### src/hw/rtl/bblp_pkg.sv
// ----------------------------------------------------------------------------
// bblp_pkg: shared types for the box blur line pass
// Pixel, job and result beat formats plus fixed widths.
// ----------------------------------------------------------------------------
package bblp_pkg;

  localparam int unsigned MaxRadiusDef = 63;
  localparam int unsigned MaxLineDef   = 4096;
  localparam int unsigned SumW         = 15;  // window sum at the largest radius
  localparam int unsigned CntW         = 7;   // window count at the largest radius
  localparam int unsigned PosW         = 12;
  localparam int unsigned JobDepth     = 4;

  typedef struct packed {
    logic [7:0] pixel_blue;
    logic [7:0] pixel_green;
    logic [7:0] pixel_red;
    logic [7:0] pixel_alpha;
    logic       line_end;
  } pixel_t;

  typedef struct packed {
    logic [7:0]      blur_blue;
    logic [7:0]      blur_green;
    logic [7:0]      blur_red;
    logic [7:0]      blur_alpha;
    logic [PosW-1:0] out_position;
    logic            out_line_end;
  } result_t;

  // one window ready for division: channel sums in B,G,R,A order
  typedef struct packed {
    logic [3:0][SumW-1:0] sums;
    logic [CntW-1:0]      count;
    logic [PosW-1:0]      pos;
    logic                 last;
  } job_t;

endpackage

### src/hw/rtl/bblp_front.sv
// ----------------------------------------------------------------------------
// bblp_front: window front end
// Keeps the pixel window and running sums, issues one job per output pixel.
// ----------------------------------------------------------------------------
module bblp_front #(
  parameter int unsigned MAX_RADIUS = bblp_pkg::MaxRadiusDef,
  parameter int unsigned MAX_LINE   = bblp_pkg::MaxLineDef
) (
  input  logic               clk_i,
  input  logic               rst_ni,
  input  logic               pix_valid_i,
  output logic               pix_ready_o,
  input  bblp_pkg::pixel_t   pix_i,
  input  logic [5:0]         radius_i,
  output logic               job_valid_o,
  input  logic               job_ready_i,
  output bblp_pkg::job_t     job_o
);

  localparam int unsigned D  = 2*MAX_RADIUS + 1;
  localparam int unsigned AW = $clog2(D);
  localparam int unsigned CW = $clog2(D + 1);
  localparam int unsigned SW = 8 + CW;
  localparam int unsigned PW = $clog2(MAX_LINE);
  localparam int unsigned RW = $clog2(MAX_RADIUS + 1);
  localparam int unsigned XW = ((PW > RW) ? PW : RW) + 2;

  localparam logic [2:0] S_IDLE  = 3'd0;
  localparam logic [2:0] S_ADD   = 3'd1;
  localparam logic [2:0] S_EMIT  = 3'd2;
  localparam logic [2:0] S_DCHK  = 3'd3;
  localparam logic [2:0] S_DSUB  = 3'd4;
  localparam logic [2:0] S_DEMIT = 3'd5;

  logic [31:0]         mem_q [D];
  logic [31:0]         rd_q;
  logic [2:0]          state_q, state_d;
  logic [PW-1:0]       pos_q, pos_d, lo_q, lo_d, x_q, x_d;
  logic [RW-1:0]       r_q, r_d, r_sat;
  logic [31:0]         px_q;
  logic                last_q, last_d, drop_q, drop_d;
  logic [AW-1:0]       wp_q, wp_d, tail_q, tail_d;
  logic [CW-1:0]       cnt_q, cnt_d;
  logic [3:0][SW-1:0]  sum_q, sum_d;
  logic                accept, emit_ok;
  logic [PW-1:0]       emit_pos;
  logic [31:0]         px_in;

  assign accept  = pix_valid_i && pix_ready_o;
  assign px_in   = {pix_i.pixel_alpha, pix_i.pixel_red, pix_i.pixel_green, pix_i.pixel_blue};
  assign r_sat   = (XW'(radius_i) > XW'(MAX_RADIUS)) ? RW'(MAX_RADIUS) : RW'(radius_i);
  assign emit_ok = XW'(pos_q) >= XW'(r_q);
  assign emit_pos = PW'(XW'(pos_q) - XW'(r_q));

  assign pix_ready_o = state_q == S_IDLE;
  assign job_valid_o = (state_q == S_DEMIT) || (state_q == S_EMIT && !last_q && emit_ok);

  always_comb begin
    for (int c = 0; c < 4; c++) begin
      job_o.sums[c] = bblp_pkg::SumW'(sum_q[c]);
    end
    job_o.count = bblp_pkg::CntW'(cnt_q);
    job_o.pos   = bblp_pkg::PosW'((state_q == S_DEMIT) ? x_q : emit_pos);
    job_o.last  = (state_q == S_DEMIT) && (x_q == pos_q);
  end

  // window store: write on accept, oldest entry read every cycle
  always_ff @(posedge clk_i) begin
    if (accept) begin
      mem_q[wp_q] <= px_in;
    end
    rd_q <= mem_q[tail_q];
    if (accept) begin
      px_q <= px_in;
    end
  end

  always_comb begin
    state_d = state_q;
    pos_d   = pos_q;
    lo_d    = lo_q;
    x_d     = x_q;
    r_d     = r_q;
    last_d  = last_q;
    drop_d  = drop_q;
    wp_d    = wp_q;
    tail_d  = tail_q;
    cnt_d   = cnt_q;
    sum_d   = sum_q;
    case (state_q)
      S_IDLE: begin
        if (accept) begin
          r_d     = (pos_q == '0) ? r_sat : r_q;
          drop_d  = XW'(pos_q) >= ((XW'(r_d) << 1) + XW'(1));
          last_d  = pix_i.line_end || (pos_q == PW'(MAX_LINE - 1));
          state_d = S_ADD;
        end
      end
      S_ADD: begin
        for (int c = 0; c < 4; c++) begin
          sum_d[c] = sum_q[c] + SW'(px_q[8*c +: 8]) - (drop_q ? SW'(rd_q[8*c +: 8]) : SW'(0));
        end
        cnt_d = cnt_q + CW'(1) - CW'(drop_q);
        if (drop_q) begin
          tail_d = (tail_q == AW'(D-1)) ? '0 : tail_q + 1'b1;
          lo_d   = lo_q + 1'b1;
        end
        state_d = S_EMIT;
      end
      S_EMIT: begin
        if (last_q) begin
          x_d     = emit_ok ? emit_pos : '0;
          state_d = S_DCHK;
        end else if (!emit_ok || job_ready_i) begin
          pos_d   = pos_q + 1'b1;
          wp_d    = (wp_q == AW'(D-1)) ? '0 : wp_q + 1'b1;
          state_d = S_IDLE;
        end
      end
      S_DCHK: begin
        state_d = (XW'(x_q) > XW'(lo_q) + XW'(r_q)) ? S_DSUB : S_DEMIT;
      end
      S_DSUB: begin
        for (int c = 0; c < 4; c++) begin
          sum_d[c] = sum_q[c] - SW'(rd_q[8*c +: 8]);
        end
        cnt_d   = cnt_q - CW'(1);
        tail_d  = (tail_q == AW'(D-1)) ? '0 : tail_q + 1'b1;
        lo_d    = lo_q + 1'b1;
        state_d = S_DEMIT;
      end
      S_DEMIT: begin
        if (job_ready_i) begin
          if (x_q == pos_q) begin
            // line done: start the next one clean
            sum_d   = '0;
            cnt_d   = '0;
            pos_d   = '0;
            wp_d    = '0;
            tail_d  = '0;
            lo_d    = '0;
            state_d = S_IDLE;
          end else begin
            x_d     = x_q + 1'b1;
            state_d = S_DCHK;
          end
        end
      end
      default: state_d = S_IDLE;
    endcase
  end

  always_ff @(posedge clk_i or negedge rst_ni) begin
    if (!rst_ni) begin
      state_q <= S_IDLE;
      pos_q   <= '0;
      lo_q    <= '0;
      x_q     <= '0;
      r_q     <= '0;
      last_q  <= 1'b0;
      drop_q  <= 1'b0;
      wp_q    <= '0;
      tail_q  <= '0;
      cnt_q   <= '0;
      sum_q   <= '0;
    end else begin
      state_q <= state_d;
      pos_q   <= pos_d;
      lo_q    <= lo_d;
      x_q     <= x_d;
      r_q     <= r_d;
      last_q  <= last_d;
      drop_q  <= drop_d;
      wp_q    <= wp_d;
      tail_q  <= tail_d;
      cnt_q   <= cnt_d;
      sum_q   <= sum_d;
    end
  end

endmodule

### config.mk
export PLATFORM = sky130hd
export DESIGN_NAME = bblp_front
export DESIGN_NICKNAME = d
export VERILOG_FILES = /design/src/hw/rtl/bblp_pkg.sv /design/src/hw/rtl/bblp_front.sv
export SDC_FILE = /design/constraint.sdc
export NUM_CORES = 2
export LEC_CHECK = 0
export ABC_CLOCK_PERIOD_IN_PS = 5200
export BUFFER_PORTS_ARGS = -buffer_cell sky130_fd_sc_hd__buf_4
export CAP_MARGIN = 15
export CORE_MARGIN = 5
export CORE_UTILIZATION = 63
export CTS_CLUSTER_DIAMETER = 50
export DETAILED_ROUTE_END_ITERATION = 8
export GPL_ROUTABILITY_DRIVEN = 0
export PLACE_DENSITY_LB_ADDON = 0.05
export SLEW_MARGIN = 20
export SYNTH_ARGS = -nofsm -noshare
export SYNTH_HDL_FRONTEND = slang
export SYNTH_SLANG_ARGS = --single-unit
export TNS_END_PERCENT = 5
### constraint.sdc
create_clock -name clk_i -period 5.2 [get_ports clk_i]
set_input_delay 1.04 -clock clk_i [delete_from_list [all_inputs] [get_ports clk_i]]
set_output_delay 1.04 -clock clk_i [all_outputs]
set_load 0.005 [all_outputs]
== Word-level counts from Yosys, hierarchy flattened ==
Memories as Yosys holds them, arrays and structs flattened. A register that Yosys moved wholly into a read port is not among the register bits.
Index checks and enable logic that the tools add are counted.
W data, S select, Z words.

* Order comparisons: 3
* Reduce and logical (&&, ||, !) cells: 19
* Add/subtract/negate cells: 23
* Mux-type cells: 40
* Equal/unequal tests: 18

{| class="wikitable"
|+ Operators with widths
! kind !! count
|-
| $pmux W60 S3 || 1
|-
| $mux W12 || 10
|-
| $mux W60 || 2
|-
| $sub A15 B8 Y15 || 8
|-
| $add A15 B8 Y15 || 4
|-
| $mux W7 || 7
|-
| $pmux W12 S2 || 2
|-
| $pmux W7 S3 || 2
|-
| $add A12 B1 Y12 const B || 3
|-
| $pmux W12 S3 || 1
|-
| $mux W8 || 4
|-
| $add A7 B1 Y7 const B || 3
|-
| $pmux W3 S6 || 1
|-
| $eq A7 B7 Y1 const B || 2
|-
| $pmux W7 S2 || 1
|-
| $add A12 B6 Y13 || 1
|-
| $gt A12 B13 Y1 || 1
|-
| $eq A12 B12 Y1 || 1
|-
| $eq A12 B12 Y1 const B || 1
|-
| $ge A12 B6 Y1 || 1
|-
| $ge A12 B8 Y1 || 1
|-
| $logic_not A12 Y1 || 1
|-
| $mux W3 || 4
|-
| $sub A12 B6 Y12 || 1
|-
| other kinds (22) || 40
|}

* Bits of input ports: 43
* Memories: 1
* Bits in writable memories: 4,064
* Bits in registers: 160
* Logic and storage cells: 119

{| class="wikitable"
|+ Memory list
! memory !! depth !! width !! rd ports !! clocked after memory_dff !! wr ports !! RTL line !! source
|-
| mem_q || 127 || 32 || 1 || 1 || 1 || bblp_front.sv:35 || <nowiki>logic [31:0] mem_q [D];</nowiki>
|}

== Depth between registers and ports, before layout ==
* Depth after elaboration: 6
* Gate-level depth with buffers: 17
* Depth with buffers taken out: 17

== Worst setup path after synthesis ==
Ideal clock, no wire load.

* Path kind: input to register
* From: input port pix_valid_i
* To: memory mem_q[109][0] (enable)
* Slack: 1.471 ns
* Data arrival time: 3.308 ns
* Stages on the path: 5
* Required time: 4.779 ns
* Setup time: 0.421 ns
* Path buffers: 2
* Cells stage by stage: and2_1 clkbuf_1 nand3_1 clkbuf_1 nor2_1

* Cells in the longest elaborated chain, start to end: 3

{| class="wikitable"
|+ Ends and longest elaborated chain
! item !! RTL line !! source
|-
| start, declared || bblp_front.sv:11 || <nowiki>input logic pix_valid_i,</nowiki>
|-
| $logic_and A1 B1 Y1 || bblp_front.sv:49 || <nowiki>assign accept = pix_valid_i && pix_ready_o;</nowiki>
|-
| $mux W1 || bblp_front.sv:69 || <nowiki>if (accept) begin</nowiki>
|-
| $mux W1 (not written as such) || bblp_front.sv:70 || <nowiki>mem_q[wp_q] <= px_in;</nowiki>
|-
| end, declared || bblp_front.sv:35 ||
|}

No other way between the ends.

==> metrics.md <==
| Metric | Value |
|---|---|
| Outcome | finished clean |
| Yosys top cell area share | 72.1% |
| Power per Cell Area | 558 nW/um^2 |
| Drt via density | between 6 and 7 |
| Ratio of final minimum period to clock period | between 90 and 100% |
| CP max FO | 7 |
| Initial DRC Count | 12128 |
| Crit path launch type | register |
| Syn_nets | 8382 |
| Fmax | 0.210 GHz |
| Global-route wire length before repair | 645000 um |
| Clk Latency, worst-skew pair | 970 ps |
| Distinct cell type count after synthesis | 73 |
| HP Class | primary input to asynchronous set/reset pin |
| Die H | between 500 and 600 um |
| Max-slew violations | 0 |
| Final Cell Area | 194000 sq um |
| Dominant cell type by area after synthesis | edfxtp_1 |
| Tightest Pin Transition | between 1000 and 1500 ps |
| Crit path time final | roughly 4800 ps |
| Register area share after synthesis | 74.4% |
| DRT Pass-1 Iters | 5 |
| Total GRT Usage | 32.6% |
| I/O Buffers | 124 |
| CTS resizes | 0 |
| Maximum vdd drop | 411 uV |
| Via count | 86908 |
| Max cap viols | 0 |
| Fraction of registers with async set/reset | 3.01% |
| Nets | ~8900 |
| Warnings from Yosys | 0 |
| Initial core utilization | 63.1% |
| DP Area | 179000 sq um |
| Post-synth top flop | edfxtp_1 |
| Site Rows | 191 |
| Top-count cell post-synth | edfxtp_1 |
| H-tree levels | 5 |
| Core area | roughly 270000 sq um |
| Syn avg cell area | around 21 sq um |
| CP cell instances | inv_1 -> ha_1 -> inv_1 -> fa_1 -> a21o_1 -> a21oi_1 -> o21bai_1 -> a21o_1 -> nor4_1 -> xnor2_1 -> a21oi_1 -> buf_4 |
| Setup Viol. Count Final | 0 |
| TNS Setup | 0 ps |
| Worst slew margin | 16.9% |
| Clock Skews | 49.9 ps |
| Die extent in x | 530 um |
| Area contributors post-synth | edfxtp_1, mux4_2, dfrtp_1 |
| Final standard cell utilization of the core | 71.6% |
| Congestion Overflow GR | 0 |
| Clk sinks | 4256 |
| Vias in the first global route | 87417 |
| Root cell of the clock tree | clkbuf_16 |
| Slowest stage delay, CP | 460 ps |
| Share of layout cells above drive strength 1 | around 28% |
| #FFs+latches synth | 4256 |
| Routed WL per cell | about 36 um |
| Largest net degree at the start of global routing | 129 |
| Reg clk slew, reported paths | 60 ps |
| Worst path slowest cell | dfrtp_1 |
| Post-synth top cells | edfxtp_1, mux4_2, nor2_1, inv_1, mux2i_1 |
| CP required | 4160 ps |
| Clock Tree Buf Depth | 4 |
| Drt drc | 0 |
| Post-synth EDFFs | about 4100 |
| Layout overhead on the synthesized area | 13.5% |
| CTS Buf Count | between 400 and 500 |
| DRT Wirelength | 451000 um |
| Mapped cell area | roughly 170000 sq um |
| Post-CTS Setup Inserts | 0 |
| Leak | 62.3 nW |
| Antenna violations before repair | 34 |
| Crit. End Element | output pin |
| Die ar. | 281000 sq um |
| Final hold vios | 0 |
| CTS tree | done |
| Antenna-violating nets left | 0 |
| Critical path class | register to output pin |
| Mapped Cells | between 8000 and 9000 |
| CTS hold repair buffers | 0 |
| Unrepaired setup endpoints after global routing | false |
| I/O pin total | 125 |
| Arrival time worst endpoint | roughly 3700 ps |
| Placed wire-length estimate | roughly 260000 um |
## worst max-delay path, delay by kind of cell, from the launching register on
family | cells | cell delay, ps
adders and majority gates | 2 | 580
and+or+nand+nor | 1 | 240
DFF | 1 | 460
buffers and inverters | 3 | 380
xor gates and xnor gates | 1 | 190
AOI/OAI and AO/OA | 5 | 910
## cells in the final DEF (no fill, tap or decap), types with 41 or more instances in the layout
cell / n
a21oi_1: 194
buf_12: 69
buf_4: 421
bufinv_16: 46
clkbuf_1: 64
clkbuf_16: 450
clkinv_1: 83
clkinv_2: 85
dfrtp_1: 121
edfxtp_1: 4096
ha_1: 161
inv_1: 250
mux2_2: 66
mux2i_1: 201
mux4_2: 1164
nand2_1: 138
nand3_1: 54
nor2_1: 198
nor2_4: 128
nor3_1: 41
o21ai_0: 197
xnor2_1: 73
## metrics by stage
step / worst slack, ps / power [mW] / hold WS, ps / cells
after global routing: 167 / 112 / 150 / 12623
final: 429 / 108 / 115 / 12629
after floorplan: 1470 / 63.4 / 495 / 8140
after detailed placement: 813 / 76.7 / 556 / 11789
after global placement: 954 / 76.3 / 534 / 11787
after CTS: 407 / 108 / 92.2 / 12618
## final cells by class
class	count	area, sq um
sequential	4256	127000
fill	15850	76700
multi-input combinational	3219	41800
clock buffer	529	11700
timing repair buffer	496	4660
tap	3570	4470
clock inverter	300	3050
inverter	250	938
antenna	9	22.5
## sequential cells by signal (all words and copies together) (netlist names)
name	count
cnt_q	7
drop_q	1
job_o	60
last_q	1
lo_q	12
mem_q	4064
pos_q	12
px_q	32
r_q	6
rd_q	32
state_q	3
tail_q	7
wp_q	7
x_q	12
## report_power, final
group / switching, mW / internal [mW] / total [mW]
registers: 1.57 / 38.5 / 40.1
logic: 20.5 / 15.6 / 36.2
clock network: 13.3 / 18.4 / 31.8
total: 35.4 / 72.6 / 108
## layer usage
| layer | track usage [%] | share of wire [%] |
|---|---|---|
| met5 | 0 | 0.012 |
| met4 | 12.8 | 4.4 |
| met3 | 6.07 | 11 |
| met2 | 51.0 | 48 |
| met1 | 46.9 | 37 |
## final timing paths
path	from	end	slack, ps	depth (start not counted)
worst min-delay path	rst_ni	pos_q[9]$_DFFE_PN0P_	120	1
max in group asynchronous	rst_ni	tail_q[1]$_DFFE_PN0P_	4000	2
worst max register to register	drop_q$_DFFE_PN0P_	job_o[64]$_DFFE_PN0P_	720	12
worst max-delay path	pos_q[0]$_DFFE_PN0P_	job_o[11]	430	12
worst min register to register	job_o[45]$_DFFE_PN0P_	job_o[45]$_DFFE_PN0P_	570	1
min in group clk_i	radius_i[3]	r_q[3]$_DFFE_PN0P_	450	3
## cells by family (layout without fill, tap and decap cells)
family | after synthesis | in the layout | share of synthesized area [%]
adder cells (fa/ha/maj) | 199 | 199 | 1.63
buffers and inverters | 665 | 1575 | 1.71
AND/OR/NAND/NOR | 733 | 733 | 1.95
multiplexers | 1431 | 1431 | 17.0
AO/OA/AOI/OAI | 747 | 747 | 2.81
other | 0 | 9 | 0
XOR/XNOR | 109 | 109 | 0.560
flip-flops | 4256 | 4256 | 74.4
No activity file was read; power rests on OpenSTA's default activity.
