File: config.mk
export PLATFORM = sky130hd
export DESIGN_NAME = bblp_back
export DESIGN_NICKNAME = d
export VERILOG_FILES = /design/src/hw/rtl/bblp_pkg.sv /design/src/hw/rtl/bblp_back.sv
export SDC_FILE = /design/constraint.sdc
export NUM_CORES = 1
export LEC_CHECK = 0
export ABC_AREA = 1
export BUFFER_PORTS_ARGS = -buffer_cell sky130_fd_sc_hd__buf_2
export CAP_MARGIN = 20
export CORE_ASPECT_RATIO = 0.75
export CORE_MARGIN = 5
export CORE_UTILIZATION = 55
export DETAILED_ROUTE_END_ITERATION = 8
export PLACE_DENSITY_LB_ADDON = 0.12
export SYNTH_ARGS = -nofsm -noshare
export SYNTH_HDL_FRONTEND = slang
export SYNTH_SLANG_ARGS = --single-unit
File: constraint.sdc
create_clock -name clk_i -period 7.76 [get_ports clk_i]
set_clock_uncertainty 0.1 [all_clocks]
set_input_delay 0.388 -clock clk_i [delete_from_list [all_inputs] [get_ports clk_i]]
set_output_delay 0.388 -clock clk_i [all_outputs]
set_load 0.005 [all_outputs]
File: src/hw/rtl/bblp_pkg.sv
// ----------------------------------------------------------------------------
// bblp_pkg: shared types for the box blur line pass
// Pixel, job and result beat formats plus fixed widths.
// ----------------------------------------------------------------------------
package bblp_pkg;

  localparam int unsigned MaxRadiusDef = 63;
  localparam int unsigned MaxLineDef   = 4096;
  localparam int unsigned SumW         = 15;  // window sum at the largest radius
  localparam int unsigned CntW         = 7;   // window count at the largest radius
  localparam int unsigned PosW         = 12;
  localparam int unsigned JobDepth     = 4;

  typedef struct packed {
    logic [7:0] pixel_blue;
    logic [7:0] pixel_green;
    logic [7:0] pixel_red;
    logic [7:0] pixel_alpha;
    logic       line_end;
  } pixel_t;

  typedef struct packed {
    logic [7:0]      blur_blue;
    logic [7:0]      blur_green;
    logic [7:0]      blur_red;
    logic [7:0]      blur_alpha;
    logic [PosW-1:0] out_position;
    logic            out_line_end;
  } result_t;

  // one window ready for division: channel sums in B,G,R,A order
  typedef struct packed {
    logic [3:0][SumW-1:0] sums;
    logic [CntW-1:0]      count;
    logic [PosW-1:0]      pos;
    logic                 last;
  } job_t;

endpackage

File: src/hw/rtl/bblp_back.sv
// ----------------------------------------------------------------------------
// bblp_back: divider back end
// Restoring division of four channel sums by the window count, one quotient
// bit per cycle into a one-entry result register; the last bit waits while it is full.
// ----------------------------------------------------------------------------
module bblp_back (
  input  logic              clk_i,
  input  logic              rst_ni,
  input  logic              job_valid_i,
  output logic              job_ready_o,
  input  bblp_pkg::job_t    job_i,
  output logic              res_valid_o,
  input  logic              res_ready_i,
  output bblp_pkg::result_t res_o
);

  localparam int unsigned SW = bblp_pkg::SumW;
  localparam int unsigned TW = SW + 1;

  logic                          busy_q;
  logic [2:0]                    step_q;
  logic [3:0][SW-1:0]            rem_q;
  logic [3:0][7:0]               quo_q;
  logic [bblp_pkg::CntW-1:0]     cnt_q;
  logic [bblp_pkg::PosW-1:0]     pos_q;
  logic                          last_q;
  logic                          out_valid_q;
  bblp_pkg::result_t             res_q;
  logic                          out_free, advance;
  logic [TW-1:0]                 divisor;
  logic [3:0]                    qbit;
  logic [3:0][SW-1:0]            rem_next;
  logic [3:0][7:0]               quo_next;

  assign job_ready_o = !busy_q;
  assign res_valid_o = out_valid_q;
  assign res_o       = res_q;
  assign out_free    = !out_valid_q || res_ready_i;
  assign advance     = busy_q && ((step_q != 3'd0) || out_free);
  assign divisor     = TW'(cnt_q) << step_q;

  always_comb begin
    for (int c = 0; c < 4; c++) begin
      qbit[c]     = TW'(rem_q[c]) >= divisor;
      rem_next[c] = qbit[c] ? SW'(TW'(rem_q[c]) - divisor) : rem_q[c];
      quo_next[c] = {quo_q[c][6:0], qbit[c]};
    end
  end

  always_ff @(posedge clk_i) begin
    if (!busy_q && job_valid_i) begin
      rem_q  <= job_i.sums;
      quo_q  <= '0;
      cnt_q  <= job_i.count;
      pos_q  <= job_i.pos;
      last_q <= job_i.last;
    end else if (advance) begin
      rem_q <= rem_next;
      quo_q <= quo_next;
    end
    if (advance && step_q == 3'd0) begin
      res_q.blur_blue    <= quo_next[0];
      res_q.blur_green   <= quo_next[1];
      res_q.blur_red     <= quo_next[2];
      res_q.blur_alpha   <= quo_next[3];
      res_q.out_position <= pos_q;
      res_q.out_line_end <= last_q;
    end
  end

  always_ff @(posedge clk_i or negedge rst_ni) begin
    if (!rst_ni) begin
      busy_q      <= 1'b0;
      step_q      <= '0;
      out_valid_q <= 1'b0;
    end else begin
      if (!busy_q && job_valid_i) begin
        busy_q <= 1'b1;
        step_q <= 3'd7;
      end else if (advance) begin
        step_q <= step_q - 1'b1;
        if (step_q == 3'd0) begin
          busy_q <= 1'b0;
        end
      end
      if (advance && step_q == 3'd0) begin
        out_valid_q <= 1'b1;
      end else if (res_ready_i) begin
        out_valid_q <= 1'b0;
      end
    end
  end

endmodule

# Yosys cells after proc, flatten, opt, wreduce, memory -nomap -nowiden

Index checks and enable logic that the tools add are counted.

Mux-type cells: 13
Order comparisons: 4
Shift operators: 1
Reduce and logical (&&, ||, !) cells: 21
Add/sub/neg operators: 5

Operators with widths:

| operator              | number |
|---|---|
| $mux W60              | 2 |
| $ge A15 B16 Y1        | 4 |
| $mux W15              | 4 |
| $sub A15 B15 Y15      | 4 |
| $shl A7 B3 Y16        | 1 |
| $reduce_bool A2 Y1    | 7 |
| $reduce_and A2 Y1     | 5 |
| $mux W3               | 2 |
| $mux W1               | 5 |
| $logic_and A1 B1 Y1   | 3 |
| $logic_not A3 Y1      | 1 |
| $reduce_bool A3 Y1    | 1 |
| $sub A3 B1 Y3 const B | 1 |
| $logic_not A1 Y1      | 2 |
| $logic_or A1 B1 Y1    | 2 |

Input port bits: 84
Register bits after elaboration: 158
Word-level logic and storage cells: 64
Output and inout port bits: 47

# Depth between registers and ports, before layout

Gate-level depths: netlist of run 1.

Word-level depth: 6
Gate-level depth with buffers: 18
Mapped depth without buffers: 18

# Least setup slack after synthesis of run 1

No wires, ideal clock.

Path kind: reg-to-reg
From: register step_q[1]
To: register rem_q[45] (netlist name) (enable)
Cell stages (with the launch flop): 15
Library setup time: 0.355 ns
Buffers on the path: 1
Period minus slack after synthesis: 3.040 ns
Data arrival time: 2.585 ns
Required time: 7.305 ns
Setup slack: 4.720 ns
Cells stage by stage: dfrtp_1 -> inv_1 -> buf_2 -> nand2_1 -> nor2_1 -> inv_1 -> fa_1 -> nand3_1 -> nand3_1 -> nand2_1 -> nand2_1 -> o21ai_0 -> nand2_1 -> nand2_1 -> nand2_1

Elaborated cells between the ends (all ways): 8
Classes of those cells: order compare (1); shift (1); reduce/logical (6)

RTL lines:

| item                                | RTL line        | source |
|---|---|---|
| start, declared                     | bblp_back.sv:21 | `logic [2:0] step_q;` |
| start signal, assigned              | bblp_back.sv:81 | `step_q <= step_q - 1'b1;` |
| $shl A7 B3 Y16                      | bblp_back.sv:40 | `assign divisor = TW'(cnt_q) << step_q;` |
| $ge A15 B16 Y1                      | bblp_back.sv:44 | `qbit[c] = TW'(rem_q[c]) >= divisor;` |
| named net qbit[3]                   | bblp_back.sv:31 | `logic [3:0] qbit;` |
| $reduce_bool A2 Y1 (no source line) | --              |  |
| $reduce_and A2 Y1 (no source line)  | --              |  |
| end signal, assigned                | bblp_back.sv:52 | `rem_q <= job_i.sums;` |
| end signal, assigned                | bblp_back.sv:58 | `rem_q <= rem_next;` |
| end, declared                       | bblp_back.sv:22 | `logic [3:0][SW-1:0] rem_q;` |

The timed path passes the listed nets, and every way through them passes these cells.
A chain may end at the register's enable or synchronous reset.

# Worst setup path after layout of run 1

From: register step_q[0]
To: register rem_q[46] (netlist name) (enable)

The elaborated chain is that of the path after synthesis.

==> impl_metrics.ini, run 1 <==
[detailed_routing]
wl_mm = 23.7
ant_nets = 0
wire_per_inst_um = 15.0
drt-initial-drc-count = 686
viasPerCell = 5.07
route.detailed.drc = 0
num_vias = 8026
dr.pass1.iters = 8

[logic_synthesis]
synth_top_area_cell = edfxtp_1
syn_inst = 1203
ys_warn_count = 0
yosys.cell_types.count = 35
syn_nets = 1350
synth.area.top_cells = edfxtp_1 39%, nand2_1 18%, inv_1 7.8%
syn_area_per_cell_um2 = 7.97
syn_area_um2 = 9590
ys_seq_area_frac = 0.463
synth_top_area_share = 0.391
ys_ff_latch = 158

[final_layout]
final_common_cell = nand2_1
layout_common_cells = 459 x nand2_1, 198 x inv_1, 130 x buf_2
regArea_um2 = 4440
area.growth.synth_to_final_pct = 14.9
layout-drive-gt1-share = 0.153
final_util = 0.649
antenna_cells = 0
nFillCells = 1524
multiInputGateArea_um2 = 4250
final_cells = 1583
num-nets-final = 1481

[critical_path]
crit_type = reg2reg
r2r_end = rem_q[46]$_DFFE_PP_
slowest_delay_ps = 890
cp_cell_sequence = inv_1 -> a21oi_1 -> a31oi_1 -> o21ai_0 -> ha_1 -> nand2_1 -> inv_1 -> nand2_1 -> inv_1 -> nand2_1 -> nand2_1 -> o21ai_0 -> nand2_1 -> nand2_1 -> nand2_1
cp-start-kind = flop
slowest_stage = o21ai_0
crit_fanout = 15
worstSetupEndpointType = flop
rr_worst_depth = 15
crit_arrival_ps = 4020
r2r-start = step_q[0]$_DFFE_PN0P_
reg2reg_slack_ps = 3650
crit_top_cell = nand2_1
cp.required_ps = 7670

[sta]
fmax_mhz = 243
min_period_ps = 4110
layout_setup_ws_ps = 3650
grt_setup_unrepaired = false
final_max_slew_viol_count = 0
hold_viol = 0
timing.final.crit_share = 0.530
tns_ps = 0
setup_violations = 0
slew_headroom = 0.259
tightest_slew_ps = 1100

[outcome]
status = finished, final reports clean

[clocking]
cts_tree = done
path_clk_slew_ps = 70
cts-buffers-inserted = 17
htreeDepth = 4
cts.repair.resized = 0
clkLatencyLatePin_ps = 440
root_buffer = clkbuf_16
clock-sinks = 158
clockBufferDepth = 2

[place]
place_ws_ps = 3770
place_inst = 1550
gp_congestion = 0.954
port_buffers = 130
hpwl_mm = 17.5

[worst_hold_path]
hold_class = in2reg
min_to = pos_q[6]$_DFFE_PP_
hp-start = job_i[7]
hold_depth = 1

[grt]
antenna_found_initial = 0
grt_usage = 0.236
grt_pass1_wl_mm = 37.9
grt_pass1_vias = 7450
grt_max_degree = 71
grt_overflow = 0

[die]
initial_utilization = 0.565
die_x_um = 162
coreArea_um2 = 17000
fp-row-count = 41
ios = 131
die_h_um = 124
die-area_um2 = 20200

[run]
cap_viol_max_count = 0
how the worst max path moves through the flow:
stage | from | endpoint | slack [ps] | cells past startpoint
6_report | step_q[0]$_DFFE_PN0P_ | rem_q[46]$_DFFE_PP_ | 3650 | 15
5_1_grt | step_q[0]$_DFFE_PN0P_ | rem_q[46]$_DFFE_PP_ | 3360 | 15
4_1_cts | step_q[0]$_DFFE_PN0P_ | rem_q[46]$_DFFE_PP_ | 3740 | 15
3_5_place_dp | step_q[0]$_DFFE_PN0P_ | rem_q[56]$_DFFE_PP_ | 3770 | 15
3_3_place_gp | step_q[0]$_DFFE_PN0P_ | rem_q[56]$_DFFE_PP_ | 3940 | 15
2_1_floorplan | step_q[1]$_DFFE_PN0P_ | rem_q[45]$_DFFE_PP_ | 4720 | 14
Yosys cell counts, drive strengths merged:
master,count
nor2,56
fa,4
or2,11
a22oi,1
o21ai,47
and2,3
dfrtp,5
a21oi,32
nand3b,9
o22ai,16
nand4,11
nor3,4
nor4,4
a31oi,4
ha,59
edfxtp,125
mux2i,1
nand2,461
clkbuf,3
xnor2,8
nand3,86
xor2,3
inv,203
dfxtp,28
buf,19
through the flow:
stage | hold WS, ps | area [um^2]
finish | 17.7 | 11000
global route | 8.71 | 11000
CTS | 11.6 | 11000
detailed placement | 123 | 10400
global placement | 121 | 10400
floorplan | -7.59 | 9590
cell families after synthesis:
family | Yosys count | share of synthesized area
AO/OA/AOI/OAI | 100 | 0.0686
XOR/XNOR | 11 | 0.0100
adder cells (fa/ha/maj) | 63 | 0.0853
buffers and inverters | 225 | 0.0937
flip-flops | 158 | 0.463
multiplexers | 1 | 0.00104
AND/OR/NAND/NOR | 645 | 0.278
repair_timing:
item / 4_1_cts / 5_1_grt
hold buffers: 1 / 0
setup buffers: 0 / 0
endpoints found under the hold margin: 5 / 0
worst max-delay path: cells and delay by family (launching register included):
kind,cells,cell delay (ps)
AO/OA/AOI/OAI,4,1320
adder cells (fa/ha/maj),1,440
buffers and inverters,3,340
flip-flops,1,550
AND/OR/NAND/NOR,7,950
final cells by class:
| type | instances | area share |
|---|---|---|
| sequential | 158 | 0.403 |
| clock buffer | 17 | 0.0386 |
| clock inverter | 15 | 0.0149 |
| inverter | 203 | 0.0692 |
| timing repair buffer | 134 | 0.0620 |
| tap | 236 | 0.0268 |
| multi-input combinational | 820 | 0.386 |
flip-flops by register name, summed over array words and instances (netlist names):
name,cells
rem_q,60
cnt_q,7
busy_q,1
pos_q,12
step_q,3
last_q,1
res_valid_o,1
quo_next,28
res_o,45
routing by layer:
layer	part of all wire	vias up	global-route usage	routed length, um
li1	-	4133	-	-
met1	0.48	3545	0.352	11300
met4	0.017	0	0.0617	404
met3	0.081	37	0.0486	1930
met5	0	-	0	0
met2	0.42	311	0.350	10000
Power of run 1 is not shown: default switching activity piles up to over one toggle a cycle in this logic, so the estimate is an artifact.
==> run 2, diff against run 1 <==
==> constraint.sdc (replaced) <==
create_clock -name clk_i -period 4.24 [get_ports clk_i]
set_clock_uncertainty 0.1 [all_clocks]
set_input_delay 0.212 -clock clk_i [delete_from_list [all_inputs] [get_ports clk_i]]
set_output_delay 0.212 -clock clk_i [all_outputs]
set_load 0.005 [all_outputs]
==> run 2 against run 1 <==
  * Final area grew 6.8%
  * Non-clock buffer count grew 76
  * Register-to-register slack lost 3100 ps
  * Worst setup slack lost 3100 ps
  * Clock-buffer cell count grew 1
  * Sequential share of layout area shrank 2.6 points
  * Global-route usage grew 1.0 points
  * Hold slack lost 15 ps
  * Core utilization grew 4.4 points
  * Highest routed layer unchanged
==> impl_metrics.ini, run 2 (synthesis gave the netlist of run 1 again) <==
[clocking]
cts_tree = done
htreeDepth = 4
clkLatencyLatePin_ps = 440
cts-buffers-inserted = 17
path_clk_slew_ps = 70
cts.repair.resized = 0
clockBufferDepth = 2
root_buffer = clkbuf_16
clock-sinks = 158

[place]
gp_congestion = 0.944
hpwl_mm = 17.8
port_buffers = 130
place_ws_ps = 594

[critical_path]
r2r-start = step_q[0]$_DFFE_PN0P_
reg2reg_slack_ps = 500
crit_type = reg2reg
cp-start-kind = flop
rr_worst_depth = 16
r2r_end = rem_q[49]$_DFFE_PP_
crit_arrival_ps = 3810
worstSetupEndpointType = flop
crit_fanout = 15
critPathCapture = rem_q[49]$_DFFE_PP_
crit_start = step_q[0]$_DFFE_PN0P_
cp.required_ps = 4310

[final_layout]
nFillCells = 1397
final_util = 0.693
layout_common_cells = 459 x nand2_1, 198 x inv_1, 130 x buf_2
layout-drive-gt1-share = 0.150
regArea_um2 = 4440
area.growth.synth_to_final_pct = 22.8
antenna_cells = 0
num-nets-final = 1557
final_common_cell = nand2_1
multiInputGateArea_um2 = 4250
regMostFlops = rem_q
largest_reg_flops = 60

[detailed_routing]
wire_per_inst_um = 15.1
ant_nets = 0
viasPerCell = 5.05
drt-initial-drc-count = 654
dr.pass1.iters = 5
num_vias = 8382
wl_mm = 25.1
route.detailed.drc = 0

[die]
die_x_um = 162
ios = 131
fp-row-count = 41
initial_utilization = 0.565
coreArea_um2 = 17000
die_h_um = 124
die-area_um2 = 20200

[sta]
layout_setup_ws_ps = 501
tns_ps = 0
holdWs_ps = 2.40
slew_headroom = 0.294
final_max_slew_viol_count = 0
grt_setup_unrepaired = false
min_period_ps = 3740
tightest_slew_ps = 1050
hold_viol = 0
setup_violations = 0
timing.final.crit_share = 0.882
fmax_mhz = 267

[grt]
grt_overflow = 0
met3_usage = 0.0519
grt_max_degree = 66
grtUsageMet2 = 0.377
use_met1 = 0.353
grt_pass1_wl_mm = 39.5
grt_pass1_vias = 7763
antenna_found_initial = 0
gr-max-usage-layer = met2
grt_usage = 0.246

[run]
cap_viol_max_count = 0

[worst_hold_path]
hold_class = in2reg

[outcome]
status = finished, final reports clean
## run 2: repair_timing
action / in CTS / in global routing
setup buffers: 0 / 0
hold buffers: 69 / 1
endpoints found under the hold margin: 73 / 1
## run 2: worst max-delay path: stages, from the launching register on
cell,delay [ps]
dfrtp_1,570
inv_1,210
a21oi_1,160
a31oi_1,70
o21ai_0,850
ha_1,440
nand2_1,80
inv_1,80
nand2_1,100
inv_1,60
nand2_1,60
nand2_1,80
o21ai_0,160
nand2_1,80
nand2_1,90
nand2_1,60
buf_4,230
## run 2: layout make-up
class | instances | area share
tap | 236 | 0.0251
sequential | 158 | 0.377
clock buffer | 18 | 0.0373
clock inverter | 14 | 0.0136
timing repair buffer | 210 | 0.121
inverter | 203 | 0.0648
multi-input combinational | 820 | 0.361
## run 2: per-layer routing
| metal | routed length, um | share of wire |
|---|---|---|
| met2 | 11000 | 0.44 |
| met5 | 0 | 0 |
| met1 | 11700 | 0.47 |
| met4 | 466 | 0.019 |
| met3 | 1930 | 0.077 |
## run 2: per-stage QoR
stage | instance area [um^2] | cells
final | 11800 | 1659
after global placement | 10500 | 1557
after detailed placement | 10500 | 1557
after CTS | 11800 | 1658
after floorplan | 9590 | 1203
after global routing | 11800 | 1659
## run 2: worst min-delay path by stage
stage               from                  end  slack [ps]  cells past startpoint
6_report       job_i[21]   rem_q[1]$_DFFE_PP_           2                      3
5_1_grt        job_i[65]  rem_q[45]$_DFFE_PP_          20                      3
4_1_cts        job_i[67]  rem_q[47]$_DFFE_PP_         0.5                      3
3_5_place_dp      rst_ni   busy_q$_DFFE_PN0P_         -50                      1
3_3_place_gp      rst_ni   busy_q$_DFFE_PN0P_         -50                      1
2_1_floorplan     rst_ni   busy_q$_DFFE_PN0P_        -180                      0
Power of run 2 is left out for the same reason.
