**src/hw/rtl/bblp_pkg.sv**
```systemverilog
// ----------------------------------------------------------------------------
// bblp_pkg: shared types for the box blur line pass
// Pixel, job and result beat formats plus fixed widths.
// ----------------------------------------------------------------------------
package bblp_pkg;

  localparam int unsigned MaxRadiusDef = 63;
  localparam int unsigned MaxLineDef   = 4096;
  localparam int unsigned SumW         = 15;  // window sum at the largest radius
  localparam int unsigned CntW         = 7;   // window count at the largest radius
  localparam int unsigned PosW         = 12;
  localparam int unsigned JobDepth     = 4;

  typedef struct packed {
    logic [7:0] pixel_blue;
    logic [7:0] pixel_green;
    logic [7:0] pixel_red;
    logic [7:0] pixel_alpha;
    logic       line_end;
  } pixel_t;

  typedef struct packed {
    logic [7:0]      blur_blue;
    logic [7:0]      blur_green;
    logic [7:0]      blur_red;
    logic [7:0]      blur_alpha;
    logic [PosW-1:0] out_position;
    logic            out_line_end;
  } result_t;

  // one window ready for division: channel sums in B,G,R,A order
  typedef struct packed {
    logic [3:0][SumW-1:0] sums;
    logic [CntW-1:0]      count;
    logic [PosW-1:0]      pos;
    logic                 last;
  } job_t;

endpackage

```
**src/hw/rtl/bblp_fifo.sv**
```systemverilog
// ----------------------------------------------------------------------------
// bblp_fifo: job queue
// Short register queue between the window front end and the divider.
// ----------------------------------------------------------------------------
module bblp_fifo (
  input  logic           clk_i,
  input  logic           rst_ni,
  input  logic           in_valid_i,
  output logic           in_ready_o,
  input  bblp_pkg::job_t in_i,
  output logic           out_valid_o,
  input  logic           out_ready_i,
  output bblp_pkg::job_t out_o
);

  localparam int unsigned D  = bblp_pkg::JobDepth;
  localparam int unsigned AW = $clog2(D);

  bblp_pkg::job_t  mem_q [D];
  logic [AW-1:0]   wr_q, rd_q;
  logic [AW:0]     cnt_q;
  logic            wr_en, rd_en;

  assign in_ready_o  = cnt_q != (AW+1)'(D);
  assign out_valid_o = cnt_q != '0;
  assign out_o       = mem_q[rd_q];
  assign wr_en       = in_valid_i && in_ready_o;
  assign rd_en       = out_valid_o && out_ready_i;

  always_ff @(posedge clk_i) begin
    if (wr_en) begin
      mem_q[wr_q] <= in_i;
    end
  end

  always_ff @(posedge clk_i or negedge rst_ni) begin
    if (!rst_ni) begin
      wr_q  <= '0;
      rd_q  <= '0;
      cnt_q <= '0;
    end else begin
      if (wr_en) begin
        wr_q <= (wr_q == AW'(D-1)) ? '0 : wr_q + 1'b1;
      end
      if (rd_en) begin
        rd_q <= (rd_q == AW'(D-1)) ? '0 : rd_q + 1'b1;
      end
      cnt_q <= cnt_q + (AW+1)'(wr_en) - (AW+1)'(rd_en);
    end
  end

endmodule

```
**config.mk**
```make
export PLATFORM = sky130hd
export DESIGN_NAME = bblp_fifo
export DESIGN_NICKNAME = d
export VERILOG_FILES = /design/src/hw/rtl/bblp_pkg.sv /design/src/hw/rtl/bblp_fifo.sv
export SDC_FILE = /design/constraint.sdc
export NUM_CORES = 1
export LEC_CHECK = 0
export BUFFER_PORTS_ARGS = -buffer_cell sky130_fd_sc_hd__buf_2
export CAP_MARGIN = 20
export CORE_UTILIZATION = 50
export CTS_CLUSTER_DIAMETER = 100
export CTS_CLUSTER_SIZE = 12
export DETAILED_ROUTE_END_ITERATION = 16
export PLACE_DENSITY = 0.8
export SLEW_MARGIN = 40
export SYNTH_ARGS = -nofsm -noshare
export SYNTH_HDL_FRONTEND = slang
export SYNTH_SLANG_ARGS = --single-unit
```
**constraint.sdc**
```tcl
create_clock -name clk_i -period 2.8 [get_ports clk_i]
set_input_delay 0.56 -clock clk_i [delete_from_list [all_inputs] [get_ports clk_i]]
set_output_delay 0.56 -clock clk_i [all_outputs]
set_load 0.1 [all_outputs]
```
# [Word level (Yosys, flattened, before mapping)]
# Memory sizes are Yosys's and may differ from the RTL's.
# Index checks and enable logic that the tools add are counted.
[classes] n_mul=0 shift=0 n_addsub=4 muxes=4 div_mod_pow=0 n_eq_ne=3 bitwise_logic=0 n_reduce_logical=3 n_lt_le_gt_ge=0
[op_table] cell="$add A2 B1 Y2 const B" n=2
[op_table] cell="$eq A2 B2 Y1 const B" n=2
[op_table] cell="$mux W2" n=2
[op_table] cell="$add A3 B1 Y3" n=1
[op_table] cell="$ne A3 B3 Y1 const B" n=1
[op_table] cell="$reduce_bool A3 Y1" n=1
[op_table] cell="$sub A3 B1 Y3" n=1
[op_table] cell="$logic_and A1 B1 Y1" n=2
[op_table] cell="$mux W1" n=2
[word_totals] in_bits=84 latchBits=0 register_bits=7 output_inout_bits=82 word_cells=18 n_memories=1 ramBits=320 mem_bits_ro=0
[mem_list] memory="mem_q" words=4 width=80 read_ports=1 rd_clocked_by_memory_dff=0 write_ports=1 line="bblp_fifo.sv:19" rtl="bblp_pkg::job_t mem_q [D];"

# [Longest topological paths before layout]
# Gate-level depths: netlist of run 1.
[depth] ltp_word=4 mapped_depth=10 depth_no_buf=10

# [Least setup slack after synthesis of run 1]
# Ideal clock, no wire load.
[synth_timing] kind="register -> register" from="reg cnt_q[1]" to="reg cnt_q[2]" setup_slack_ns=0.138 n_path_buf=0 t_required_ns=2.677 synth_period_minus_slack_ns=2.662 stages_incl_launch_ff=11 setup_time_ns=0.123 arrival_time_ns=2.540 cell_sequence="dfrtp_1 > or3_2 > nand2_1 > inv_1 > ha_1 > inv_1 > ha_1 > inv_1 > fa_1 > xnor2_1 > xnor2_1"
[synth_between] elab_cells_between_ends=6 classes_between="2 x add/sub; 1 x eq/ne; 3 x reduce/logical"
[synth_rtl] item="start: declaration" line="bblp_fifo.sv:21" rtl="logic [AW:0] cnt_q;"
[synth_rtl] item="start signal: assignment" line="bblp_fifo.sv:48" rtl="cnt_q <= cnt_q + (AW+1)'(wr_en) - (AW+1)'(rd_en);"
[synth_rtl] item="$reduce_bool A3 Y1" line="bblp_fifo.sv:25" rtl="assign out_valid_o = cnt_q != '0;"
[synth_rtl] item="named net out_valid_o" line="bblp_fifo.sv:11" rtl="output logic out_valid_o,"
[synth_rtl] item="$logic_and A1 B1 Y1" line="bblp_fifo.sv:28" rtl="assign rd_en = out_valid_o && out_ready_i;"
[synth_rtl] item="named net rd_en" line="bblp_fifo.sv:22" rtl="logic wr_en, rd_en;"
[synth_rtl] item="$sub A3 B1 Y3" line="bblp_fifo.sv:48"
# The timed path passes the listed nets, and every way through them passes these cells.
# A chain may end at the register's enable or synchronous reset.

==> results of run 1 <==
-- worst min-delay path by stage --
stage | start | endpoint | slack [ns] | cells past startpoint
final | in_i[65] | mem_q[2][65] | 0.23 | 1
after CTS | in_i[63] | mem_q[3][63] | 0.21 | 1
after floorplan | rst_ni | cnt_q[0] | 0.26 | 0
after global placement | rst_ni | rd_q[1] | 0.40 | 1
after global routing | in_i[48] | mem_q[0][48] | 0.21 | 1
after detailed placement | rst_ni | cnt_q[0] | 0.41 | 1
-- sequential cells by signal, summed over array words and instances, names as in the netlist --
signal and flops:
cnt_q 3, mem_q 320, rd_q 2, wr_q 2
-- synthesized netlist by cell type, drive strengths merged --
cell / n
edfxtp: 320
mux4: 80
buf: 11
clkbuf: 7
dfrtp: 7
ha: 7
inv: 7
and3: 4
mux2: 4
nor2: 2
xnor2: 2
and2: 1
fa: 1
nand2: 1
or3: 1
or3b: 1
-- per-layer routing --
layer,track usage [%],up-vias
li1,-,2366
met1,23.4,2808
met2,31.1,209
met3,4.49,43
met4,4.67,6
met5,0,-
-- per-stage QoR --
stage,util [%],hold slack [ns],setup WS (ns),cells
2_1_floorplan,-,0.264,0.138,456
3_3_place_gp,56.8,0.401,0.423,938
3_5_place_dp,56.8,0.407,0.313,938
4_1_cts,60.8,0.208,0.0000433,984
5_1_grt,61.4,0.211,0.00888,994
6_report,61.4,0.233,0.0877,995
-- what timing repair did --
action | 4_1_cts | 5_1_grt
setup buffers | 1 | 6
gates resized for setup | 37 | 6
endpoints found under the hold margin | 7 | 0
hold buffers | 1 | 0
setup endpoints to repair | 72 | 55
gates cloned | 0 | 2
-- cell type report --
type | count | area [um^2] | area share (%)
sequential | 327 | 9790 | 67.9
inverter | 7 | 26.3 | 0.182
antenna | 3 | 7.51 | 0.0521
tap | 319 | 399 | 2.77
multi-input combinational | 104 | 2060 | 14.3
clock inverter | 1 | 11.3 | 0.0781
clock buffer | 43 | 821 | 5.70
timing repair buffer | 191 | 1290 | 8.96
-- kinds of logic after synthesis --
| group | count (synthesis) | share of synthesized area [%] |
|---|---|---|
| xor gates and xnor gates | 2 | 0.147 |
| buffers and inverters | 25 | 0.943 |
| DFF | 327 | 81.9 |
| adders and majority gates | 8 | 0.901 |
| muxes | 84 | 15.5 |
| and+or+nand+nor | 10 | 0.576 |
==> metrics.txt, run 1 <==
status finished clean; Routed met2 length 11,200 um; Syn Nets approximately 550; delay of the slowest critical-path stage a little under 0.6 ns; Pins Over Slew Limit 0; Die Wd between 150 and 200 um; Final Wtd Congestion between 0.7 and 0.8; fmax 0.369 GHz; wire length per cell 22.2 um; Crit-path slowest cell dfrtp_4; largest net degree at the start of global routing 45; IO buf count 165; Die Height ~160 um; final hold viol count 0; Avg Inst Size Synth between 20 and 30 um^2; worst rel slew slack 65.7%; routed length on met1 a little under 9000 um; crit end category primary output; Skew-Pair Late Insertion Delay 0.54 ns; initial DRC count 366; FF-to-FF Start cnt_q[1]; # H-tree levels 1; antenna violations before repair 6; root buffer cell clkbuf_16; Worst path depth 3; Synth Register Bits between 300 and 400; routed via count 5,432; Post-Syn Instances ~460; Starting Density 50.9%; final antenna-violating net count 0; I/O pin count approximately 170; CTS Buf Count 31; synth-to-layout area growth 20.6%; Synth area leaders edfxtp_1 80%, mux4_2 15%, dfrtp_1 1.5%; min Tclk post-route 2.71 ns; Cell Area, Synth 0.0119 mm^2; most common cell after layout, fill and taps aside edfxtp_1; worst path arrival time roughly 2.2 ns; DP Area 0.0133 mm^2; Worst-Margin Slew 0.518 ns; most frequent cells in the layout 320 x edfxtp_1, 126 x buf_2, 80 x mux4_2; Max clock buf depth 3; Hold WC Path Type in2reg; crit-path cells buf_12 > mux4_2 > buf_2; post-synth top area share 80.4%; cell area after layout 0.0144 mm^2; top routing layer used met5; cell family with most CP delay buffers and inverters; WP buf/inv 2; global-route wire length before repair 33,200 um; final setup vio count 0; row cnt 56; GRT Util Overall 18.2%; FF-to-FF End cnt_q[2]; DRT Wirelength 22,100 um; DRC Markers 0; synth warn 0; length of the first detailed-routing pass in iterations 4; Fillers 1,616; DP HPWL 13,200 um; fin nets 754; cell taking the most area after synthesis edfxtp_1; CP endpoint out_o[79]; Worst Path Required 2.24 ns; Total Neg Setup Slack 0 ns; vias in the first global route 5,911; CTS Sinks approximately 330; RSZ-0062 raised after global routing false; post-synth cell types 18; Reg2Reg Depth 10; crit-path max FO 41; reg2reg setup slack between 0.3 and 0.4 ns; Placeable Area 0.0235 mm^2; clk_skew 0.00929 ns; Max Cap Viol 0; Final period util approximately 97%; clk slew on worst S/H paths 0.06 ns; crit path launch type flop; Worst Setup SP rd_q[1]; layout cell share with drive strength beyond 1 46.8%; die area ~0.025 mm^2; met3 routed WL 1550 um; Setup Crit Path Kind reg2out; CTS tree done; Vias per Instance 5.46; Seq/Total Area, Yosys 81.9%; GRT overflow 0
Power of run 1 is left out: the tool's default activity adds up to more than one toggle a clock period on the data nets, which glitch-free logic cannot reach.
==> inputs of run 2 (changes only) <==
--- a/config.mk
+++ b/config.mk
@@ -11,7 +11,7 @@
 export CTS_CLUSTER_DIAMETER = 100
 export CTS_CLUSTER_SIZE = 12
 export DETAILED_ROUTE_END_ITERATION = 16
-export PLACE_DENSITY = 0.8
+export PLACE_DENSITY = 0.71
 export SLEW_MARGIN = 40
 export SYNTH_ARGS = -nofsm -noshare
 export SYNTH_HDL_FRONTEND = slang
==> constraint.sdc (replaced) <==
create_clock -name clk_i -period 2.8 [get_ports clk_i]
set_input_delay 0.28 -clock clk_i [delete_from_list [all_inputs] [get_ports clk_i]]
set_output_delay 0.28 -clock clk_i [all_outputs]
set_load 0.1 [all_outputs]
==> metrics.txt, run 2 (same netlist as run 1, synthesis figures left out) <==
length of the first detailed-routing pass in iterations 4 (unchanged); Setup Crit Path Kind reg2out; clk slew on worst S/H paths 0.06 ns (about the same); Worst Path Required 2.52 ns (+0.28 ns); layout cell share with drive strength beyond 1 41.7% (-5.1 points); status finished clean; Fillers 1,588 (-1.7%); Worst Setup SP rd_q[1]; Max Cap Viol 0 (unchanged); vias in the first global route 6,175 (+4.5%); DP HPWL 12,700 um (-3.6%); worst path arrival time 2.35 ns (+0.20 ns); DRT Wirelength 21,800 um (-1.1%); WP buf/inv 2 (unchanged); FF-to-FF Start cnt_q[1]; I/O pin count 166 (unchanged); IO buf count 165 (unchanged); register area 0.00979 mm^2 (unchanged); final antenna-violating net count 0 (unchanged); Die Height 157 um (unchanged); synth-to-layout area growth 25.7%; DRC Markers 0 (unchanged); die area 0.0245 mm^2 (unchanged); multi-input logic area 0.00206 mm^2 (unchanged); CTS tree done; Reg2Reg Depth 10 (unchanged); most common cell after layout, fill and taps aside edfxtp_1; initial DRC count 315 (-14%); Final period util 93.8% (-3.1 points); Pins Over Slew Limit 0 (unchanged); crit-path max FO 33 (-20%); antenna violations before repair 0 (-6); crit path launch type flop; clk_skew 0.0166 ns (+0.00734 ns); delay of the slowest critical-path stage 0.77 ns (+0.18 ns); Vias per Instance 5.34 (-2.2%); Starting Density 50.9% (unchanged); diodes inserted 0 (-3); Hold WC Path Type in2async; routed via count 5,714 (+5.2%); Total Neg Setup Slack 0 ns (unchanged); GRT Util Overall 18.2% (+0.050 points); global-route wire length before repair 33,400 um (+0.69%); largest net degree at the start of global routing 81 (+80%); GRT overflow 0 (unchanged); Final Wtd Congestion 0.714 (+1.1%); # H-tree levels 1 (unchanged); Skew-Pair Late Insertion Delay 0.54 ns (about the same); Max clock buf depth 3 (unchanged); fin nets 831 (+10%); largest registers mem_q x320, cnt_q x3; fmax 0.381 GHz (+3.3%); crit end category primary output; CTS Sinks 327 (unchanged); flip-flop count of the largest register after layout 320 (unchanged); CTS Buf Count 31 (unchanged); RSZ-0062 raised after global routing false; root buffer cell clkbuf_16; cell family with most CP delay flip-flops; Placeable Area 0.0235 mm^2 (unchanged); crit-path cells buf_4 > mux4_2 > buf_2; worst rel slew slack 58.3% (-7.5 points); min Tclk post-route 2.63 ns (-0.0866 ns); Die Wd 157 um (unchanged); most frequent cells in the layout 320 x edfxtp_1, 165 x buf_2, 81 x dlygate4sd3_1; final hold viol count 0 (unchanged); Crit-path slowest cell dfrtp_4; Worst path depth 3 (unchanged); Largest Register mem_q; final setup vio count 0 (unchanged); Worst-Margin Slew 0.626 ns (+0.108 ns); row cnt 56 (unchanged); wire length per cell 20.4 um (-8.1%)
## run 2: cell count changes in the layout (fill, tap and decap cells not counted)
| cell | previous run | this run |
|---|---|---|
| clkbuf_16 | 33 | 31 |
| buf_6 | 2 | 0 |
| dlygate4sd3_1 | 1 | 81 |
| buf_2 | 126 | 165 |
| buf_16 | 2 | 0 |
| inv_6 | 0 | 1 |
| buf_4 | 48 | 15 |
| diode_2 | 3 | 0 |
| clkbuf_4 | 3 | 0 |
## run 2: cell type report
type	count	share of cell area [%]
Clock buffer	43	5.47
Sequential cell	327	65.2
Timing Repair Buffer	268	12.6
Clock inverter	2	0.133
Tap cell	319	2.66
Inverter	7	0.175
Multi-Input combinational cell	104	13.7
## run 2: worst reg2reg max path, stage by stage, from the launching register on
cell	delay (ns)
dfrtp_1	0.43
or3_2	0.48
nand2_1	0.13
inv_1	0.06
ha_1	0.27
inv_1	0.06
ha_1	0.14
inv_1	0.06
fa_1	0.40
xnor2_1	0.18
xnor2_1	0.15
## run 2: worst paths after layout
kind / end / slack, ns
worst max-delay path: out_o[23] / 0.17
worst max register to register: cnt_q[2] / 0.37
worst min-delay path: rd_q[1] / 0.11
min in group clk_i: rd_q[0] / 0.13
worst min register to register: cnt_q[2] / 0.50
max in group asynchronous: rd_q[0] / 2.51
## run 2: per-stage QoR
stage | setup WS (ns) | std cells | area, um^2 | hold slack [ns] | utilization [%]
5_1_grt | 0.0737 | 1070 | 15000 | 0.106 | 63.9
4_1_cts | 0.0270 | 1061 | 14900 | 0.0897 | 63.7
3_5_place_dp | 0.355 | 935 | 13300 | 0.128 | 56.6
6_report | 0.174 | 1070 | 15000 | 0.112 | 63.9
2_1_floorplan | 0.138 | 456 | 11900 | -0.0156 | -
3_3_place_gp | 0.448 | 935 | 13300 | 0.120 | 56.6
## run 2: repair_timing
| item | 4_1_cts | 5_1_grt |
|---|---|---|
| hold endpoints to repair | 327 | 0 |
| setup buffers | 0 | 9 |
| endpoints found under the setup margin | 0 | 33 |
| resized for setup | 0 | 0 |
| hold buffers | 81 | 0 |
## run 2: routing by layer
metal  vias up  track usage, %  wire length, um  share of wire (%)
li1       2515               -                -                  -
met5         -               0                0                  0
met4         0            5.00              433                2.0
met1      2964            23.1             8760                 40
met2       200            32.1            11200                 51
met3        35            3.68             1480                6.8
Power of run 2 is left out for the same reason.
==> inputs of run 3 (changes only) <==
--- a/config.mk
+++ b/config.mk
@@ -5,13 +5,14 @@
 export SDC_FILE = /design/constraint.sdc
 export NUM_CORES = 1
 export LEC_CHECK = 0
+export ABC_AREA = 1
 export BUFFER_PORTS_ARGS = -buffer_cell sky130_fd_sc_hd__buf_2
 export CAP_MARGIN = 20
-export CORE_UTILIZATION = 50
+export CORE_UTILIZATION = 48
 export CTS_CLUSTER_DIAMETER = 100
 export CTS_CLUSTER_SIZE = 12
 export DETAILED_ROUTE_END_ITERATION = 16
-export PLACE_DENSITY = 0.71
+export PLACE_DENSITY = 0.68
 export SLEW_MARGIN = 40
 export SYNTH_ARGS = -nofsm -noshare
 export SYNTH_HDL_FRONTEND = slang
==> metrics.txt, run 3 <==
status finished clean; vias in the first global route 7,813 (+27%); FF-to-FF End cnt_q[2]; Max Cap Viol 0 (unchanged); Max clock buf depth 3 (unchanged); antenna violations before repair 1 (+1); Hold WC Path Type in2async; Final Wtd Congestion 0.730 (+2.3%); row cnt 61 (+8.9%); fmax 0.392 GHz (+2.8%); clk_skew 0.0107 ns (-0.00597 ns); most frequent cells in the layout 320 x edfxtp_1, 255 x nand2_1, 173 x inv_1; Total Neg Setup Slack 0 ns (unchanged); Reg2Reg Depth 10 (unchanged); I/O pin count 166 (unchanged); Placeable Area 0.0279 mm^2 (+19%); post-CTS sizing 0 (unchanged); Seq/Total Area, Yosys 71.7% (-10 points); initial DRC count 354 (+12%); top_reg_cell synth edfxtp_1; GRT overflow 0 (unchanged); worst path arrival time 2.27 ns (-0.08 ns); DP HPWL 14,300 um (+13%); root buffer cell clkbuf_16; FF-to-FF Start cnt_q[1]; post-synthesis async set-or-reset flop share 2.14% (unchanged); Cell Area, Synth 0.0136 mm^2 (+14%); final setup vio count 0 (unchanged); Avg Inst Size Synth 13.8 um^2 (-47%); Final period util 91.2% (-2.6 points); multi-input logic area 0.00277 mm^2 (+34%); Vias per Instance 4.84 (-9.3%); crit path launch type flop; reg2reg setup slack 0.65 ns (+0.28 ns); IO buf count 165 (unchanged); Worst-Margin Slew 0.665 ns (+0.0397 ns); Pins Over Slew Limit 0 (unchanged); layout cell share with drive strength beyond 1 24.7% (-17 points); clk slew on worst S/H paths 0.06 ns (about the same); Fillers 2,191 (+38%); EDFF count, synth 320 (unchanged); synth warn 0 (unchanged); min Tclk post-route 2.55 ns (-0.0722 ns); most common cell in the netlist edfxtp_1; wire length per cell 15.8 um (-22%); CTS Sinks 327 (unchanged); crit end category primary output; Skew-Pair Late Insertion Delay 0.55 ns (about the same); Die Height 171 um (+9.0%); post-synth cell types 15 (-3); # H-tree levels 1 (unchanged); Post-Syn Instances 991 (+120%); Worst Path Required 2.52 ns (about the same); GRT Util Overall 17.8% (-0.47 points); routed via count 7,902 (+38%); global-route wire length before repair 40,300 um (+21%); synth-to-layout area growth 20.8%; Die Wd 171 um (+9.0%); flip-flop count of the largest register after layout 320 (unchanged); final hold viol count 0 (unchanged); largest registers mem_q x320, cnt_q x3; Largest Register mem_q; fin nets 1,333 (+60%); Starting Density 49.0% (-1.9 points); die area 0.0291 mm^2 (+19%); crit-path max FO 82 (+150%); length of the first detailed-routing pass in iterations 5 (+1); Setup Crit Path Kind reg2out; RSZ-0062 raised after global routing false; worst rel slew slack 55.6% (-2.6 points); DRC Markers 0 (unchanged); final antenna-violating net count 0 (unchanged); Syn Nets 1,083 (+98%); CTS Buf Count 31 (unchanged); most frequent cells after synthesis 320 x edfxtp_1, 256 x nand2_1, 173 x inv_1; largest net degree at the start of global routing 83 (+2.5%); register area 0.00979 mm^2 (unchanged); DRT Wirelength 25,800 um (+18%); CTS tree done; Synth area leaders edfxtp_1 70%, o211ai_2 7.3%, nand2_1 7.0%; final core utilization 59.1% (-4.8 points); cell taking the most area after synthesis edfxtp_1; most common cell after layout, fill and taps aside edfxtp_1; Synth Register Bits 327 (unchanged); post-synth top area share 70.4% (-10 points)
## run 3: cell count changes after synthesis, sizes merged, moves of 2 or more
cell / before / now
and3: 4 / 0
nand3: 0 / 5
mux2: 4 / 0
buf: 11 / 53
mux4: 80 / 0
inv: 7 / 174
xnor2: 2 / 0
o211ai: 0 / 160
nand2: 1 / 257
clkbuf: 7 / 0
nor2: 2 / 7
## run 3: cell families (layout without fill, tap and decap cells)
logic type | Yosys count | in the layout | synth area share [%]
other | 0 | 1 | 0
AND/OR/NAND/NOR | 269 | 269 | 7.47
flip-flops | 327 | 327 | 71.7
adder cells (fa/ha/maj) | 8 | 8 | 0.789
buffers and inverters | 227 | 488 | 8.28
AO/OA/AOI/OAI | 160 | 160 | 11.7
## run 3: layer usage
metal	wire length, um	GRT usage [%]	share of wire [%]	vias up
met3	1330	3.45	5.2	34
met2	12700	31.5	49	186
met4	459	3.96	1.8	0
li1	-	-	-	3929
met5	0	0	0	-
met1	11300	22.5	44	3753
## run 3: what timing repair did
item                                    CTS  global route
endpoints found under the hold margin   330             0
setup buffers                             0             1
endpoints found under the setup margin    0             1
hold buffers                             83             0
## run 3: how the worst max path moves through the flow
stage,startpoint,end,slack [ns]
finish,rd_q[1],out_o[60],0.25
global route,rd_q[1],out_o[60],0.14
CTS,rd_q[0],out_o[29],0.09
detailed placement,cnt_q[1],cnt_q[2],0.65
global placement,cnt_q[1],cnt_q[2],0.69
floorplan,cnt_q[1],cnt_q[2],0.09
## run 3: final cells by class
| class | instances | area share [%] |
|---|---|---|
| Sequential cell | 327 | 59.4 |
| Multi-Input combinational cell | 437 | 16.8 |
| Timing Repair Buffer | 270 | 11.8 |
| Clock buffer | 42 | 4.96 |
| Inverter | 174 | 3.97 |
| Tap cell | 378 | 2.87 |
| Clock inverter | 2 | 0.122 |
| Antenna cell | 1 | 0.0152 |
## run 3: stage by stage
stage          area, um^2  cells  worst slack, ns  hold slack [ns]
4_1_cts             16400   1629           0.0930           0.0697
5_1_grt             16500   1631            0.136           0.0957
3_5_place_dp        14800   1502            0.651            0.132
3_3_place_gp        14800   1502            0.687            0.132
2_1_floorplan       13700    991           0.0908          -0.0156
6_report            16500   1631            0.246           0.0916
## run 3: worst max-delay path: stages (launching register included)
cell      delay [ns]
dfrtp_4         0.43
buf_12          0.48
o211ai_2        0.19
nand2_1         0.12
buf_2           0.43
Power of run 3 is left out for the same reason.
